$ cat config.mk
export PLATFORM = sky130hd
export DESIGN_NAME = sorted_merge_dedup_core
export DESIGN_NICKNAME = d
export VERILOG_FILES = /design/src/design/smd_pkg.sv /design/src/design/smd_ram.sv /design/src/design/sorted_merge_dedup_core.sv
export SDC_FILE = /design/constraint.sdc
export NUM_CORES = 2
export LEC_CHECK = 0
export ABC_AREA = 1
export BUFFER_PORTS_ARGS = -buffer_cell sky130_fd_sc_hd__buf_2
export CAP_MARGIN = 0
export CORE_ASPECT_RATIO = 0.5
export CORE_MARGIN = 1.5
export CORE_UTILIZATION = 45
export DETAILED_ROUTE_END_ITERATION = 10
export PLACE_DENSITY_LB_ADDON = 0.1
export RECOVER_POWER = 50
export SETUP_SLACK_MARGIN = 0.4
export SYNTH_ARGS = -nofsm -noshare
export SYNTH_HDL_FRONTEND = slang
export SYNTH_SLANG_ARGS = --single-unit
$ cat constraint.sdc
create_clock -name clk -period 5.4 [get_ports clk]
set_clock_uncertainty 0.05 [all_clocks]
set_input_delay 0.27 -clock clk [delete_from_list [all_inputs] [get_ports clk]]
set_output_delay 0.27 -clock clk [all_outputs]
set_load 0.01 [all_outputs]
$ cat src/design/smd_pkg.sv
// shared constants and codes for the sorted merge and dedup core
package smd_pkg;

  localparam int LIST_DEPTH  = 16;
  localparam int MAX_RESULTS = 32;
  localparam int WORD_W      = 32;
  localparam int MODE_W      = 2;
  localparam int STATUS_W    = 2;
  localparam int CNT_W       = $clog2(LIST_DEPTH + 1);
  localparam int ADDR_W      = (LIST_DEPTH > 1) ? $clog2(LIST_DEPTH) : 1;
  localparam int NRES_W      = $clog2(MAX_RESULTS + 1);

  localparam logic [MODE_W-1:0] MODE_LOAD_A = 2'd0;
  localparam logic [MODE_W-1:0] MODE_LOAD_B = 2'd1;
  localparam logic [MODE_W-1:0] MODE_MERGE  = 2'd2;
  localparam logic [MODE_W-1:0] MODE_CLEAR  = 2'd3;

  localparam logic [STATUS_W-1:0] STAT_OK    = 2'd0;
  localparam logic [STATUS_W-1:0] STAT_FULL  = 2'd1;
  localparam logic [STATUS_W-1:0] STAT_VALUE = 2'd2;
  localparam logic [STATUS_W-1:0] STAT_EMPTY = 2'd3;

endpackage

$ cat src/design/smd_ram.sv
// generic single-port-write, single-port-read ram with registered read data
module smd_ram #(
  parameter int WIDTH = 32,
  parameter int DEPTH = 16
) (
  input  logic                                  clk,
  input  logic                                  we,
  input  logic [((DEPTH > 1) ? $clog2(DEPTH) : 1)-1:0] waddr,
  input  logic [WIDTH-1:0]                      wdata,
  input  logic [((DEPTH > 1) ? $clog2(DEPTH) : 1)-1:0] raddr,
  output logic [WIDTH-1:0]                      rdata
);

  logic [WIDTH-1:0] mem_r [DEPTH];

  always_ff @(posedge clk) begin
    if (we) begin
      mem_r[waddr] <= wdata;
    end
    rdata <= mem_r[raddr];
  end

endmodule

$ cat src/design/sorted_merge_dedup_core.sv
// Sorted merge and dedup core: words are appended one per transaction to list A or
// list B, each held in its own ram of LIST_DEPTH words. A load or clear transaction
// gives one result. A merge transaction walks both lists in signed order, one head
// decision per cycle while the output is not stalled, each step consuming the smaller
// head or both equal heads (at most count_a + count_b steps), then a final step
// delivers the held word; the single registered read port of each list ram sets that pace.
// Each distinct word, up to MAX_RESULTS, is delivered once, with last set on the final
// result of every transaction. Output stall holds the walk without losing any word.
module sorted_merge_dedup_core
  import smd_pkg::*;
(
  input  logic                       clk,
  input  logic                       rst_n,
  input  logic                       in_valid,
  output logic                       in_stall,
  input  logic [MODE_W-1:0]          in_mode,
  input  logic signed [WORD_W-1:0]   in_value,
  output logic                       out_valid,
  input  logic                       out_stall,
  output logic [STATUS_W-1:0]        out_status,
  output logic signed [WORD_W-1:0]   out_merged_value,
  output logic                       out_last
);

  localparam logic S_IDLE  = 1'b0;
  localparam logic S_MERGE = 1'b1;

  logic                  state_r, state_nxt;
  logic [CNT_W-1:0]      cnt_a_r, cnt_a_nxt;
  logic [CNT_W-1:0]      cnt_b_r, cnt_b_nxt;
  logic [CNT_W-1:0]      ia_r, ia_nxt;
  logic [CNT_W-1:0]      ib_r, ib_nxt;
  logic [NRES_W-1:0]     nres_r, nres_nxt;
  logic                  have_prev_r, have_prev_nxt;
  logic [WORD_W-1:0]     prev_r, prev_nxt;

  logic                  out_valid_r, out_valid_nxt;
  logic [STATUS_W-1:0]   out_status_r, out_status_nxt;
  logic [WORD_W-1:0]     out_value_r, out_value_nxt;
  logic                  out_last_r, out_last_nxt;

  logic                  out_free;
  logic                  in_accept;
  logic                  we_a, we_b;
  logic [WORD_W-1:0]     rd_a, rd_b;
  logic                  a_has, b_has;
  logic [WORD_W-1:0]     pick;
  logic                  emit;
  logic                  full_a, full_b;

  assign out_free  = !out_valid_r || !out_stall;
  assign in_stall  = !((state_r == S_IDLE) && out_free);
  assign in_accept = in_valid && !in_stall;

  assign full_a = (cnt_a_r >= CNT_W'(LIST_DEPTH));
  assign full_b = (cnt_b_r >= CNT_W'(LIST_DEPTH));
  assign we_a   = in_accept && (in_mode == MODE_LOAD_A) && !full_a;
  assign we_b   = in_accept && (in_mode == MODE_LOAD_B) && !full_b;

  smd_ram #(.WIDTH(WORD_W), .DEPTH(LIST_DEPTH)) u_ram_a (
    .clk   (clk),
    .we    (we_a),
    .waddr (cnt_a_r[ADDR_W-1:0]),
    .wdata (in_value),
    .raddr (ia_nxt[ADDR_W-1:0]),
    .rdata (rd_a)
  );

  smd_ram #(.WIDTH(WORD_W), .DEPTH(LIST_DEPTH)) u_ram_b (
    .clk   (clk),
    .we    (we_b),
    .waddr (cnt_b_r[ADDR_W-1:0]),
    .wdata (in_value),
    .raddr (ib_nxt[ADDR_W-1:0]),
    .rdata (rd_b)
  );

  assign a_has = (ia_r < cnt_a_r);
  assign b_has = (ib_r < cnt_b_r);

  always_comb begin
    state_nxt     = state_r;
    cnt_a_nxt     = cnt_a_r;
    cnt_b_nxt     = cnt_b_r;
    ia_nxt        = ia_r;
    ib_nxt        = ib_r;
    nres_nxt      = nres_r;
    have_prev_nxt = have_prev_r;
    prev_nxt      = prev_r;
    out_valid_nxt = out_valid_r && out_stall;
    out_status_nxt = out_status_r;
    out_value_nxt  = out_value_r;
    out_last_nxt   = out_last_r;
    pick          = rd_a;
    emit          = 1'b0;

    unique case (state_r)
      S_IDLE: begin
        ia_nxt = '0;
        ib_nxt = '0;
        if (in_accept) begin
          out_valid_nxt  = 1'b1;
          out_status_nxt = STAT_OK;
          out_value_nxt  = '0;
          out_last_nxt   = 1'b1;
          case (in_mode)
            MODE_LOAD_A: begin
              if (full_a) out_status_nxt = STAT_FULL;
              else        cnt_a_nxt = cnt_a_r + 1'b1;
            end
            MODE_LOAD_B: begin
              if (full_b) out_status_nxt = STAT_FULL;
              else        cnt_b_nxt = cnt_b_r + 1'b1;
            end
            MODE_MERGE: begin
              if ((cnt_a_r == '0) && (cnt_b_r == '0)) begin
                out_status_nxt = STAT_EMPTY;
              end else begin
                out_valid_nxt = 1'b0;
                state_nxt     = S_MERGE;
                nres_nxt      = '0;
                have_prev_nxt = 1'b0;
              end
            end
            default: begin
              cnt_a_nxt = '0;
              cnt_b_nxt = '0;
            end
          endcase
        end
      end
      S_MERGE: begin
        if (out_free) begin
          if (!a_has && !b_has) begin
            // flush the held word as the final result
            out_valid_nxt  = 1'b1;
            out_status_nxt = STAT_VALUE;
            out_value_nxt  = prev_r;
            out_last_nxt   = 1'b1;
            state_nxt      = S_IDLE;
            ia_nxt         = '0;
            ib_nxt         = '0;
          end else begin
            if (a_has && b_has) begin
              if ($signed(rd_a) < $signed(rd_b)) begin
                pick   = rd_a;
                ia_nxt = ia_r + 1'b1;
              end else if ($signed(rd_b) < $signed(rd_a)) begin
                pick   = rd_b;
                ib_nxt = ib_r + 1'b1;
              end else begin
                pick   = rd_a;
                ia_nxt = ia_r + 1'b1;
                ib_nxt = ib_r + 1'b1;
              end
            end else if (a_has) begin
              pick   = rd_a;
              ia_nxt = ia_r + 1'b1;
            end else begin
              pick   = rd_b;
              ib_nxt = ib_r + 1'b1;
            end
            emit = (nres_r < NRES_W'(MAX_RESULTS)) && !(have_prev_r && (prev_r == pick));
            if (emit) begin
              // the previously held word is now known not to be the last
              if (have_prev_r) begin
                out_valid_nxt  = 1'b1;
                out_status_nxt = STAT_VALUE;
                out_value_nxt  = prev_r;
                out_last_nxt   = 1'b0;
              end
              prev_nxt      = pick;
              have_prev_nxt = 1'b1;
              nres_nxt      = nres_r + 1'b1;
            end
          end
        end
      end
      default: begin
        state_nxt = S_IDLE;
      end
    endcase
  end

  always_ff @(posedge clk) begin
    if (!rst_n) begin
      state_r     <= S_IDLE;
      cnt_a_r     <= '0;
      cnt_b_r     <= '0;
      ia_r        <= '0;
      ib_r        <= '0;
      nres_r      <= '0;
      have_prev_r <= 1'b0;
      out_valid_r <= 1'b0;
    end else begin
      state_r     <= state_nxt;
      cnt_a_r     <= cnt_a_nxt;
      cnt_b_r     <= cnt_b_nxt;
      ia_r        <= ia_nxt;
      ib_r        <= ib_nxt;
      nres_r      <= nres_nxt;
      have_prev_r <= have_prev_nxt;
      out_valid_r <= out_valid_nxt;
    end
  end

  always_ff @(posedge clk) begin
    prev_r       <= prev_nxt;
    out_status_r <= out_status_nxt;
    out_value_r  <= out_value_nxt;
    out_last_r   <= out_last_nxt;
  end

  assign out_valid        = out_valid_r;
  assign out_status       = out_status_r;
  assign out_merged_value = out_value_r;
  assign out_last         = out_last_r;

endmodule

Word-level counts from Yosys, hierarchy flattened. Memories as Yosys holds them, arrays and structs flattened. A register that Yosys moved wholly into a read port is not among the register bits. Index checks and enable logic that the tools add are counted.

Memories kept: 2. Output and inout bits: 37. Word-level logic and storage cells: 160. Register bits: 96. Memory bits (writable): 1024. Bits of input ports: 38.

Memory list: u_ram_a.mem_r (words 16, bits a word 32, read ports 1, clocked after Yosys merged registers in 1, write ports 1, line smd_ram.sv:14) `logic [WIDTH-1:0] mem_r [DEPTH];`; u_ram_b.mem_r (words 16, bits a word 32, read ports 1, clocked after Yosys merged registers in 1, write ports 1, line smd_ram.sv:14).

Bitwise operators: 4. Equal/unequal tests: 17. Reductions and logical operators: 33. Magnitude comparators: 7. Add/subtract/negate cells: 5. Muxes and demuxes: 78.

Operators by type and width (number): $mux W32 (12); $mux W5 (13); $lt A32 B32 Y1 (2); $pmux W32 S2 (1); $pmux W5 S2 (4); $mux W6 (6); $eq A32 B32 Y1 (1); $mux W1 (29); $add A5 B1 Y5 const B (4); $reduce_and A4 Y1 (4); $logic_and A1 B1 Y1 (12); $mux W2 (6); $pmux W6 S2 (1); $ge A5 B5 Y1 const B (2); $logic_not A5 Y1 (2); $lt A5 B5 Y1 (2); $ne A2 B2 Y1 const B (5); $logic_not A1 Y1 (8); $pmux W1 S2 (4); $add A6 B1 Y6 const B (1); $lt A6 B6 Y1 const B (1); $ne A2 B1 Y1 const B (3); $ne A3 B1 Y1 const B (2); $pmux W2 S3 (1); other kinds (13) (18).

Longest topological paths before layout.
Depth after elaboration: 15. Gate-level depth with buffers: 32.

By module. A second synthesis with hierarchy kept.

Cells, all modules: 5158. Area, all modules: 52188.8 µm².

By module, submodules not included: smd_ram (instances 2, cells an instance 2120, sequential area each 16015.4 µm², area each 22730.6 µm²); sorted_merge_dedup_core (instances 1, cells an instance 918, sequential area each 2592.5 µm², area each 6727.7 µm²).

Worst setup path before layout. Ideal clock, no wire load.

Path kind: flip-flop to flip-flop. Start: register cnt_a_r[2]. End: register out_last_r (netlist: out_last), enable pin. Data required time: 4.911 ns. Stages on the path, launching flop included: 22. Library setup time: 0.439 ns. Path slack: 0.251 ns. Arrival time: 4.660 ns. Path buffers: 3. Path through: dfxtp_1 > inv_1 > ha_1 > nand2_1 > inv_1 > o21ai_0 > nand3_1 > inv_1 > ha_1 > clkbuf_1 > buf_1 > buf_2 > nand3_2 > nand2_1 > nand2_1 > nand3_1 > nor2_1 > nand2_1 > nor2_2 > a21oi_2 > nand2_1 > a21oi_1.

Cells in the longest elaborated chain, start to end: 12. Elaborated cells between the ends (all ways): 16. Those cells by class: order compare (1); eq/ne (3); mux (5); reduce/logical (7).

RTL lines: start: declaration (line sorted_merge_dedup_core.sv:29) `logic [CNT_W-1:0] cnt_a_r, cnt_a_nxt;`; start signal: assignment (line sorted_merge_dedup_core.sv:197) `cnt_a_r <= cnt_a_nxt;`; $lt A5 B5 Y1 (*) (line sorted_merge_dedup_core.sv:78) `assign a_has = (ia_r < cnt_a_r);`; $mux W32 / $logic_and A1 B1 Y1 (equally long branches) (line sorted_merge_dedup_core.sv:156, sorted_merge_dedup_core.sv:144); $mux W32 (line sorted_merge_dedup_core.sv:144) `if (a_has && b_has) begin`; $mux W32 (line sorted_merge_dedup_core.sv:134) `if (!a_has && !b_has) begin`; $mux W32 (line sorted_merge_dedup_core.sv:133) `if (out_free) begin`; $mux W32 (line sorted_merge_dedup_core.sv:97) `unique case (state_r)`; $eq A32 B32 Y1 (line sorted_merge_dedup_core.sv:163) `emit = (nres_r < NRES_W'(MAX_RESULTS)) && !(have_prev_r && (prev_r == pick));`; $logic_and A1 B1 Y1 (line sorted_merge_dedup_core.sv:163); $logic_not A1 Y1 (line sorted_merge_dedup_core.sv:163); $logic_and A1 B1 Y1 (line sorted_merge_dedup_core.sv:163); $ne A3 B1 Y1 (no source line); $reduce_and A4 Y1 (no source line) (*); end signal: assignment (line sorted_merge_dedup_core.sv:211) `out_last_r <= out_last_nxt;`; end: declaration (line sorted_merge_dedup_core.sv:40) `logic out_last_r, out_last_nxt;`.

Every way passes the cells marked *; elsewhere a longest branch is shown, timed or not. The select of a mux whose other input is x is not followed. A chain may end at the register's enable or synchronous reset.

Worst setup path after layout.
Start: register u_ram_b.rdata[11], read port of u_ram_b.mem_r. End: register u_ram_b.rdata[17], read port of u_ram_b.mem_r.

Cells in the longest elaborated chain, start to end: 6.

RTL lines: start: declaration (line smd_ram.sv:11) `output logic [WIDTH-1:0] rdata`; $lt A32 B32 Y1 (line sorted_merge_dedup_core.sv:145) `if ($signed(rd_a) < $signed(rd_b)) begin`; $mux W5 (line sorted_merge_dedup_core.sv:145); $mux W5 (line sorted_merge_dedup_core.sv:144); $mux W5 (line sorted_merge_dedup_core.sv:134); $mux W5 (line sorted_merge_dedup_core.sv:133); $pmux W5 S2 (line sorted_merge_dedup_core.sv:97).

No other way between the ends. The select of a mux whose other input is x is not followed.

==> impl_metrics.ini <==
[cells_and_area]
final_layout_size_suffix_gt1_share_pct = 8.21
final_cells = 5980
final_util_pct = 51.1
fin_area_sq_um = 56300
final_nets = 4485
syn2layout_area_growth_pct = 12.6

[routing]
detail_route.vias_per_cell = 5.48
ant_nets = 0
drc = 0
wirelength_um = 143000
vias = 32800
drt_pass1_iterations = 6
first_iter_violations = 3542
wire_per_inst_um = 23.9

[sta]
finalCritPeriodShare_pct = 87.8
slew_headroom_pct = -36.1
worst-slew-pin-transition_ps = 2030
period_needed_ps = 4740
rsz0062_at_grt = no
fmax_mhz = 211
fin_tns_setup_ps = 0
hold_viol = 0
setup_violations = 0
slew_viol_final = 142

[power_and_ir_drop]
power.total_mw = 18.6
clkPwrFrac_pct = 42.6
p_sw_mw = 3.91
power_leakage_nw = 21.8
peakVddDrop_mv = 0.206
combPwrFrac_pct = 3.0
p_seq_share_pct = 54.4
netSwitchingFraction_pct = 21.1
p_int_mw = 14.7
cellPowerDensity_nw_per_um2 = 330

[clock_network]
cts_made_buffers = 106
clk_latency_ps = 720
h-tree-depth = 3
clockBufferDepth = 3
cts_sinks = 1184
root_buffer = clkbuf_16
cts_tree = built
clk_pin_slew_worst_paths_ps = 70

[critical_path]
required_ps = 5890
path_class = reg2reg
cp-startpoint = u_ram_b.rdata[11]$_DFF_P_
reg2reg_from = u_ram_b.rdata[11]$_DFF_P_
arrival_ps = 5230
endpoint_kind = flop
start_kind = flop
critPathMaxFanout = 91

[synth]
async_reset_ff_share_pct = 0
yosysTopAreaCell = edfxtp_1
yosysUniqueCellTypes = 42
ys_ff_latch = 1184
yosysSeqAreaShare_pct = 69.3
synth_top_flop_cell = edfxtp_1
synth_fp_nets = 4401
ys_top_cells_by_area = edfxtp_1, nand2_1, inv_1, o211ai_1, nand3_1
synth_edf_count = 1091
synth.most_common_cell = edfxtp_1
syn-cell-area_sq_um = 50000
synth_top_area_share_pct = 65.5
ys_warn_count = 0
avgSynthCellArea_sq_um = 11.6
netlist_instances = 4306
synth_commonest_cells = edfxtp_1, nand2_1, inv_1, nand3_1, o211ai_1

[outcome]
status = finished, violations left
failed_checks = capacitance limit, slew limit

[floorplan]
rows = 86
die_area_sq_um = 113000
die_h_um = 239
io_pins = 75
die_w_um = 474
start_util_pct = 45.4
core_area_sq_um = 110000

[grt]
grt_max_degree = 109
grtUsageTotal_pct = 25.2
grt_first_pass_wirelength_um = 207000
grt_overflow = 0
grt_pass1_vias = 30900
grt_antenna_before_repair = 11

[placement]
dp_hpwl_um = 83900
place_area_sq_um = 52500
place_congestion = 0.893
place_inst = 5748
port_buffers = 74

[job]
cap_violations = 5

[worst_hold_path]
worstHoldStart = out_stall
min_path_type = in2reg
==> cell families (layout without fill, tap and decap cells) <==
kind of cell | count (synthesis) | count (layout) | share of synthesized area (%)
other | 0 | 2 | 0
adders and majority gates | 57 | 57 | 1.43
and+or+nand+nor | 1364 | 1365 | 11.7
xor gates and xnor gates | 8 | 8 | 0.155
DFF | 1184 | 1184 | 69.3
AOI/OAI and AO/OA | 801 | 801 | 10.2
buffers and inverters | 892 | 1067 | 7.21
==> cell usage in the layout (no fill, tap or decap), types with 6 or more instances in the layout <==
master / instances
buf_12: 23
clkbuf_1: 101
nand3b_1: 10
o211ai_1: 296
nand4_1: 6
buf_4: 88
dfxtp_1: 93
clkbuf_16: 108
o21ai_0: 120
nand3_2: 8
nor3_1: 9
nand2_2: 9
a21oi_1: 256
inv_1: 643
nand3_1: 434
inv_2: 8
clkinv_2: 14
nor2_4: 21
o21ai_1: 50
edfxtp_1: 1091
nand2_1: 797
clkinv_1: 14
nor2_1: 58
ha_1: 57
o211ai_2: 26
bufinv_16: 13
dlygate4sd3_1: 25
o221ai_1: 33
xor2_1: 6
clkbuf_8: 11
==> flip-flops by register name, indices dropped and copies added, names as in the netlist <==
signal	cells
out_status	2
prev_r	32
nres_r	6
u_ram_b.mem_r	512
u_ram_a.rdata	32
ia_r	5
ib_r	5
cnt_a_r	5
u_ram_a.mem_r	512
cnt_b_r	5
out_last	1
out_valid	1
state_r	1
out_merged_value	32
u_ram_b.rdata	32
have_prev_r	1
==> metrics by stage <==
stage | hold WS, ps | setup slack, ps
finish | 192 | 658
global route | 223 | 402
CTS | 2.06 | 590
detailed placement | 430 | 624
global placement | 419 | 657
floorplan | 319 | 952
==> what timing repair did <==
item,CTS,global route
hold endpoints to repair,529,0
resized for setup,0,7
buffers inserted,0,4
setup endpoints to repair,0,74
hold buffers,25,0
==> worst paths after layout <==
check                                    to  slack [ps]  cells past startpoint
hold reg to reg    have_prev_r$_SDFFE_PN0P_         440                      2
setup / recovery  u_ram_b.rdata[17]$_DFF_P_         660                     22
setup reg to reg  u_ram_b.rdata[17]$_DFF_P_         660                     22
hold / removal         ia_r[4]$_SDFFE_PN0P_         190                      6
==> routing by layer <==
metal	track usage, %	share of wire [%]
met2	38.4	44
met5	0	0.0070
met1	37.8	47
met3	3.92	7.2
met4	5.87	2.3
==> cell type report <==
type	count	area, sq um
clock buffers	149	2970
clock inverters	51	633
repair buffers	214	1690
fillers	9651	53800
diodes	2	5.00
flip-flops and latches	1184	34600
inverters	653	2460
well taps	1496	1870
multi-input cells	2231	12000
==> worst max-delay path, cell delays in order (launching register included) <==
cell and delay [ps]:
dfxtp_1 440, ha_1 360, nand2_1 50, inv_1 60, nand2_1 50, nor3_1 370
nand2_1 90, nand2_1 100, nand2_2 100, nand3_2 240, nand2_4 280, nand3_2 200
nand2_2 100, nor2_1 140, nand2_1 380, nand3_4 250, buf_12 210, buf_12 340
nand2_1 90, o211ai_1 110, nand3_1 100, nand3_1 130, nand2_1 200
==> power by group through the flow <==
stage	sequential, mW	clock [mW]	combinational, mW
3_3_place_gp	10.3	0	0.539
5_1_grt	10.1	8.42	0.625
6_report	10.1	7.92	0.561
4_1_cts	10.1	8.06	0.562
2_1_floorplan	10.3	0	0.277
3_5_place_dp	10.3	0	0.544
Power figures use the tool's default switching activity.
